<file path="src/hw/rtl/fltsc_pkg.sv">
// Shared types and constants for the fuzzy light tracking servo controller.
// Used by the controller, datapath, divider and top level; no dependencies.
`default_nettype none

package fltsc_pkg;

  localparam int ONE_Q      = 16384;  // 1.0 in Q1.14
  localparam int DIM_FLOOR  = 10;
  localparam int FIRE_LEVEL = 60;
  localparam int DIV_W      = 56;
  localparam int DIV_CNT_W  = 6;
  localparam int STEP_W     = 5;

  localparam logic signed [15:0] RST_LU   = -16'sd16384;
  localparam logic signed [15:0] RST_LL   = -16'sd8192;
  localparam logic signed [15:0] RST_RU   = 16'sd16384;
  localparam logic signed [15:0] RST_RL   = 16'sd8192;
  localparam logic [7:0]         RST_PMIN = 8'd50;
  localparam logic [7:0]         RST_PMAX = 8'd150;
  localparam logic [15:0]        RST_PER  = 16'd20;

  typedef enum logic [2:0] {
    REG_LU     = 3'd0,
    REG_LL     = 3'd1,
    REG_RU     = 3'd2,
    REG_RL     = 3'd3,
    REG_PMIN   = 3'd4,
    REG_PMAX   = 3'd5,
    REG_PERIOD = 3'd6
  } reg_idx_t;

  typedef struct packed {
    logic [15:0] lu;
    logic [15:0] ll;
    logic [15:0] ru;
    logic [15:0] rl;
    logic [7:0]  pmin;
    logic [7:0]  pmax;
    logic [15:0] period;
  } cfg_t;

  typedef enum logic [3:0] {
    CMD_NONE,
    CMD_LOAD,
    CMD_MDIV,
    CMD_MWB,
    CMD_RULES,
    CMD_MUL,
    CMD_WB,
    CMD_FDIV,
    CMD_FWB,
    CMD_FINISH
  } cmd_op_t;

  typedef struct packed {
    cmd_op_t           op;
    logic [STEP_W-1:0] idx;
  } cmd_t;

  typedef struct packed {
    logic div_done;
    logic no_rule;
    logic area_pos;
  } status_t;

  localparam logic [STEP_W-1:0] SAMPLE_LAST = 5'd3;

  // Product sequence for breakpoints, area and moment
  localparam logic [STEP_W-1:0] STP_P0      = 5'd0;
  localparam logic [STEP_W-1:0] STP_P1      = 5'd1;
  localparam logic [STEP_W-1:0] STP_P2      = 5'd2;
  localparam logic [STEP_W-1:0] STP_P3      = 5'd3;
  localparam logic [STEP_W-1:0] STP_A_R0P0  = 5'd4;
  localparam logic [STEP_W-1:0] STP_A_R1MID = 5'd5;
  localparam logic [STEP_W-1:0] STP_A_R2TOP = 5'd6;
  localparam logic [STEP_W-1:0] STP_D01S    = 5'd7;
  localparam logic [STEP_W-1:0] STP_N_D01P0 = 5'd8;
  localparam logic [STEP_W-1:0] STP_D23S    = 5'd9;
  localparam logic [STEP_W-1:0] STP_N_D23P2 = 5'd10;
  localparam logic [STEP_W-1:0] STP_D01SQ   = 5'd11;
  localparam logic [STEP_W-1:0] STP_N_D01SQ = 5'd12;
  localparam logic [STEP_W-1:0] STP_D23SQ   = 5'd13;
  localparam logic [STEP_W-1:0] STP_N_D23SQ = 5'd14;
  localparam logic [STEP_W-1:0] STP_P0SQ    = 5'd15;
  localparam logic [STEP_W-1:0] STP_N_P0SQ  = 5'd16;
  localparam logic [STEP_W-1:0] STP_P2SQ    = 5'd17;
  localparam logic [STEP_W-1:0] STP_P1SQ    = 5'd18;
  localparam logic [STEP_W-1:0] STP_N_P21SQ = 5'd19;
  localparam logic [STEP_W-1:0] STP_P3SQ    = 5'd20;
  localparam logic [STEP_W-1:0] STP_N_P3SQ  = 5'd21;
  localparam logic [STEP_W-1:0] STP_LAST    = 5'd21;

endpackage

`default_nettype wire

</file>
<file path="src/hw/rtl/fltsc_ctrl.sv">
// Sequencer: steps the datapath through capture, memberships, rules,
// products, final division and servo update. Depends on fltsc_pkg.
`default_nettype none

module fltsc_ctrl (
  input  wire logic                clk,
  input  wire logic                rst_n,
  input  wire logic                in_valid,
  output logic                     in_ready,
  output logic                     out_valid,
  input  wire logic                out_ready,
  output fltsc_pkg::cmd_t          cmd,
  input  wire fltsc_pkg::status_t  st
);

  typedef enum logic [3:0] {
    ST_IDLE,
    ST_MDIV,
    ST_MWAIT,
    ST_RULES,
    ST_MUL,
    ST_WB,
    ST_AREA,
    ST_FWAIT,
    ST_FINISH
  } state_t;

  state_t                       state_r, state_nxt;
  logic [fltsc_pkg::STEP_W-1:0] idx_r, idx_nxt;
  logic                         out_valid_r, out_valid_nxt;

  always_comb begin
    state_nxt     = state_r;
    idx_nxt       = idx_r;
    out_valid_nxt = out_valid_r;
    cmd.op        = fltsc_pkg::CMD_NONE;
    cmd.idx       = idx_r;
    in_ready      = (state_r == ST_IDLE);
    if (out_valid_r && out_ready) begin
      out_valid_nxt = 1'b0;
    end
    unique case (state_r)
      ST_IDLE: begin
        if (in_valid) begin
          cmd.op    = fltsc_pkg::CMD_LOAD;
          idx_nxt   = '0;
          state_nxt = ST_MDIV;
        end
      end
      ST_MDIV: begin
        cmd.op    = fltsc_pkg::CMD_MDIV;
        state_nxt = ST_MWAIT;
      end
      ST_MWAIT: begin
        if (st.div_done) begin
          cmd.op = fltsc_pkg::CMD_MWB;
          if (idx_r == fltsc_pkg::SAMPLE_LAST) begin
            state_nxt = ST_RULES;
          end else begin
            idx_nxt   = idx_r + 1'b1;
            state_nxt = ST_MDIV;
          end
        end
      end
      ST_RULES: begin
        cmd.op    = fltsc_pkg::CMD_RULES;
        idx_nxt   = fltsc_pkg::STP_P0;
        state_nxt = ST_MUL;
      end
      ST_MUL: begin
        // no rule fired: action stays zero
        if (st.no_rule) begin
          state_nxt = ST_FINISH;
        end else begin
          cmd.op    = fltsc_pkg::CMD_MUL;
          state_nxt = ST_WB;
        end
      end
      ST_WB: begin
        cmd.op = fltsc_pkg::CMD_WB;
        if (idx_r == fltsc_pkg::STP_LAST) begin
          state_nxt = ST_AREA;
        end else begin
          idx_nxt   = idx_r + 1'b1;
          state_nxt = ST_MUL;
        end
      end
      ST_AREA: begin
        if (st.area_pos) begin
          cmd.op    = fltsc_pkg::CMD_FDIV;
          state_nxt = ST_FWAIT;
        end else begin
          state_nxt = ST_FINISH;
        end
      end
      ST_FWAIT: begin
        if (st.div_done) begin
          cmd.op    = fltsc_pkg::CMD_FWB;
          state_nxt = ST_FINISH;
        end
      end
      ST_FINISH: begin
        // hold until the output register is free
        if (!out_valid_r || out_ready) begin
          cmd.op        = fltsc_pkg::CMD_FINISH;
          out_valid_nxt = 1'b1;
          state_nxt     = ST_IDLE;
        end
      end
      default: begin
        state_nxt = ST_IDLE;
      end
    endcase
  end

  always_ff @(posedge clk) begin
    if (!rst_n) begin
      state_r     <= ST_IDLE;
      idx_r       <= '0;
      out_valid_r <= 1'b0;
    end else begin
      state_r     <= state_nxt;
      idx_r       <= idx_nxt;
      out_valid_r <= out_valid_nxt;
    end
  end

  assign out_valid = out_valid_r;

`ifndef ASSERT_OFF
  a_finish_slot_free: assert property (@(posedge clk) disable iff (!rst_n)
    (cmd.op == fltsc_pkg::CMD_FINISH) |-> (!out_valid_r || out_ready))
    else $error("result written over an untaken word");

  a_done_in_wait: assert property (@(posedge clk) disable iff (!rst_n)
    st.div_done |-> (state_r == ST_MWAIT || state_r == ST_FWAIT))
    else $error("divider done outside a wait state");

  a_accept_starts: assert property (@(posedge clk) disable iff (!rst_n)
    (in_valid && in_ready) |=> (state_r == ST_MDIV && idx_r == '0))
    else $error("accepted word did not start membership pass");
`endif

endmodule

`default_nettype wire

</file>
<file path="config.mk">
export PLATFORM = sky130hd
export DESIGN_NAME = fltsc_ctrl
export DESIGN_NICKNAME = d
export VERILOG_FILES = /design/src/hw/rtl/fltsc_pkg.sv /design/src/hw/rtl/fltsc_ctrl.sv
export SDC_FILE = /design/constraint.sdc
export NUM_CORES = 1
export LEC_CHECK = 0
export BUFFER_PORTS_ARGS = -buffer_cell sky130_fd_sc_hd__buf_4
export CELL_PAD_IN_SITES_DETAIL_PLACEMENT = 0
export CELL_PAD_IN_SITES_GLOBAL_PLACEMENT = 1
export CORE_ASPECT_RATIO = 1.2
export CORE_MARGIN = 2
export CORE_UTILIZATION = 33
export DETAILED_ROUTE_END_ITERATION = 10
export PLACE_DENSITY_LB_ADDON = 0.12
export SLEW_MARGIN = 15
export SYNTH_ARGS = -nofsm -noshare
export SYNTH_HDL_FRONTEND = slang
export SYNTH_SLANG_ARGS = --single-unit
</file>
<file path="constraint.sdc">
create_clock -name clk -period 2 [get_ports clk]
set_clock_uncertainty 0.2 [all_clocks]
set_input_delay 0.1 -clock clk [delete_from_list [all_inputs] [get_ports clk]]
set_output_delay 0.1 -clock clk [all_outputs]
set_load 0.02 [all_outputs]
</file>
==> impl_summary.txt <==
----------------------------------------------------
[Global routing]
  Total routing resource utilization after global routing ... 17.3%
  Via count of the first global-routing pass ... 865
  Pin count of the biggest net entering global routing ... 13
  Number of antenna violations at the first check in global routing ... 0
  Wire length of the first global-routing pass ... 3860 microns
  Leftover overflow at the end of global routing ... 0

[Run]
  Max-cap violations ... 0

[Drt]
  First-pass detailed-route iteration total ... 4
  1st-iter DRT viols ... 18
  Routed vias ... 852
  Final routed wire length divided by cell count ... 13.9 microns
  Final routed DRC violation total ... 0
  Final Routed Wirelength ... 2220 microns
  Antenna-violating nets left ... 0
  Via density per instance ... between 5 and 6

[Setup path]
  Worst setup EP type ... output pin
  Worst setup path endpoint ... cmd[5]
  Startpoint of the worst-slack reg-to-reg timing path ... state_r[3]
  CP Data Arrival Time ... 1.63 ns
  Data required time at the worst endpoint ... 1.70 ns
  Start-to-end type of the worst setup path ... reg -> out
  Critical Path Source ... state_r[3]
  Setup slack of the most critical reg-to-reg path ... 0.09 ns
  Worst reg2reg path endpoint ... idx_r[2]
  Largest driver fanout on the critical path ... 2
  Cells on worst reg2reg path ... 6
  Startpoint Class ... register

[Final layout]
  Final Core Density ... between 40% and 50%
  Final nets ... around 140
  Synthesis-to-finish area growth ... 34.4%
  Fraction of layout cells with a size suffix above 1 ... 35.9%
  Antenna Diode Count ... 0

[Floorplan]
  Die ar. ... ~0.0029 sq mm
  Number of rows created at floorplan ... 19
  Effective utilization at floorplan ... a little over a third
  Die Y-Extent ... slightly below 60 microns
  Width of the die ... 49.7 microns
  Num ports ... 18
  Core box area ... 0.00233 sq mm

[Synthesis]
  Yosys reg bits ... 10
  Share of cell area taken by muxes after synthesis ... 1.21%
  Main synth FF type ... dfxtp_1
  Most common cell in the synthesized netlist ... dfxtp_1
  Synthesized netlist cell count ... 101
  Share of synthesized registers carrying an async set or reset ... 0%
  Fraction of the mapped netlist area in compound gates ... 21.9%
  Most common library cells after synthesis ... 10 x dfxtp_1, 9 x nand2_1, 8 x nor2_1
  Synth area leaders ... dfxtp_1 24%, nand2b_1 4.5%, nand2_1 4.1%
  Xor-xnor portion of the synthesized cell area ... 1.06%
  Part of the Yosys area used for sequential elements ... 24.2%
  Number of different library cells in the post-synthesis netlist ... 44
  Net count after synthesis ... 110
  Avg Inst Size Synth ... 8.20 sq um
  Main combinational cell family by area after synthesis ... simple AND/OR/NAND/NOR gates
  Summed instance area of the synthesized netlist ... roughly 830 sq um
  Share of the synthesized area in the top cell type ... 24.2%
  Synth Area in Simple Gates ... 43.2%
  Count of warnings emitted by yosys ... 0
  Most area-hungry cell type in the Yosys netlist ... dfxtp_1
  Area share of fa/ha/maj cells after synthesis ... 3.02%
  Number of synthesized flops with an enable pin ... 0

[STA]
  Post-route fraction of the period consumed by the critical path ... 96.5%
  Hold Violations, Final ... 0
  Transition time at the pin with the least slew margin ... 0.402 ns
  Unrepaired setup endpoints after global routing ... no
  Fmax ... 0.518 GHz
  Slew Viols, Final ... 0
  Setup total negative slack ... 0 ns
  Final setup viols ... 0
  Worst slew margin ... 72.5%
  Tmin final ... 1.93 ns

[Status]
  Status ... finished, final reports clean

[Power and ir drop]
  Power density of the placed cells ... 1310 mW/mm^2
  Largest voltage drop on the vdd net ... about 0.00073 V
  LEAKAGE ... ~0.46 nW

[Placement]
  Buffers on Ports ... 17
  HPWL after DPL ... 1670 microns
  Gp weighted congestion ... 0.765

[Worst hold path]
  Cells on Worst Hold Path ... 5
  Worst hold-check path type ... in -> reg

[Clock tree]
  Maximum level of the CTS H-tree ... 1
  Insertion delay of the later-clocked pin in the worst-skew pair ... approximately 0.27 ns
  Post-CTS clock slew at the launch and capture registers of the worst setup and hold paths ... roughly 0.070 ns
  Master cell of the clock root buffer ... clkbuf_4
  Buffer depth of the longest clock path ... 2
  Number of buffers inserted during clock tree synthesis ... 3
  Number of sinks handled by clock tree synthesis ... 10
  Clock tree from TritonCTS ... built

----------------------------------------------------
-- layout make-up --
cell class              count  area (sq um)
multi-input cells          82           596
repair buffers             28           215
clock buffers               4          36.3
well taps                  31          38.8
fillers                   261          1220
inverters                   4          15.0
flip-flops and latches     10           213
-- where the power goes --
part / switching [W] / total [W] / internal, W
combinational: 0.000520 / 0.000958 / 0.000438
clock: 0.0000771 / 0.000188 / 0.000111
sequential: 0.0000604 / 0.000310 / 0.000249
total: 0.000658 / 0.00146 / 0.000798
-- worst min-delay path by stage --
stage | to | startpoint | slack (ns)
4_1_cts | state_r[3] | st[1] | 0.1
5_1_grt | state_r[3] | st[1] | 0.10
3_3_place_gp | state_r[3] | rst_n | 0.20
2_1_floorplan | state_r[3] | rst_n | 0.05
6_report | state_r[2] | st[1] | 0.10
3_5_place_dp | state_r[3] | rst_n | 0.21
-- what timing repair did --
| action | 4_1_cts | 5_1_grt |
|---|---|---|
| setup buffers | 4 | 0 |
| resized for setup | 7 | 4 |
| hold buffers | 2 | 0 |
| endpoints found under the setup margin | 2 | 5 |
| pin swaps | 1 | 0 |
| hold endpoints to repair | 7 | 0 |
-- metrics by stage --
stage | total power, W | hold WS (ns) | setup WS, ns | std cells | cell area [sq um]
2_1_floorplan | 0.000946 | 0.0459 | 0.0155 | 101 | 830
3_3_place_gp | 0.00120 | 0.200 | 0.0204 | 149 | 1000
3_5_place_dp | 0.00120 | 0.206 | 0.0745 | 149 | 1000
4_1_cts | 0.00145 | 0.0986 | 0.0512 | 159 | 1100
5_1_grt | 0.00157 | 0.104 | 0.00923 | 159 | 1110
6_report | 0.00146 | 0.105 | 0.0699 | 159 | 1110
-- placed cells by master (no fill, tap or decap), drive strengths merged, types with 2 or more instances in the layout --
cell type | Yosys | layout
dlygate4sd3 | 0 | 2
a22oi | 3 | 3
nand3 | 4 | 4
or2 | 2 | 2
clkbuf | 0 | 4
a31oi | 2 | 2
nor2 | 9 | 9
nand3b | 2 | 2
inv | 4 | 4
a211oi | 2 | 2
ha | 2 | 2
and2 | 2 | 2
o32ai | 2 | 2
nand2 | 9 | 9
a2111oi | 3 | 3
o31ai | 2 | 2
nand2b | 6 | 6
and4b | 2 | 2
or4b | 2 | 2
dfxtp | 10 | 10
or3 | 3 | 3
nand4 | 4 | 4
buf | 5 | 26
a21oi | 5 | 5
-- critical path, stage by stage, from the launching register on --
cell and delay, ns:
dfxtp_4 0.35, or4b_4 0.54, or2_4 0.25, nand4_1 0.09, buf_4 0.14
-- sequential cells by signal (all words and copies together), names as in the netlist --
name	cells
idx_r	5
out_valid	1
state_r	4
-- cell families (layout without fill, tap and decap cells) --
group / after synthesis / in the layout
AOI/OAI and AO/OA: 24 / 24
muxes: 1 / 1
and+or+nand+nor: 54 / 54
xor gates and xnor gates: 1 / 1
adders and majority gates: 2 / 2
buffers and inverters: 9 / 36
DFF: 10 / 10
-- routing by layer --
metal / vias up / wire (microns) / track usage (%)
met2: 19 / 1190 / 31.0
met1: 390 / 933 / 20.2
li1: 441 / - / -
met3: 2 / 76 / 2.28
met5: - / 0 / 0
met4: 0 / 23 / 8.73
Note: power is estimated with default switching activity, not from simulation.
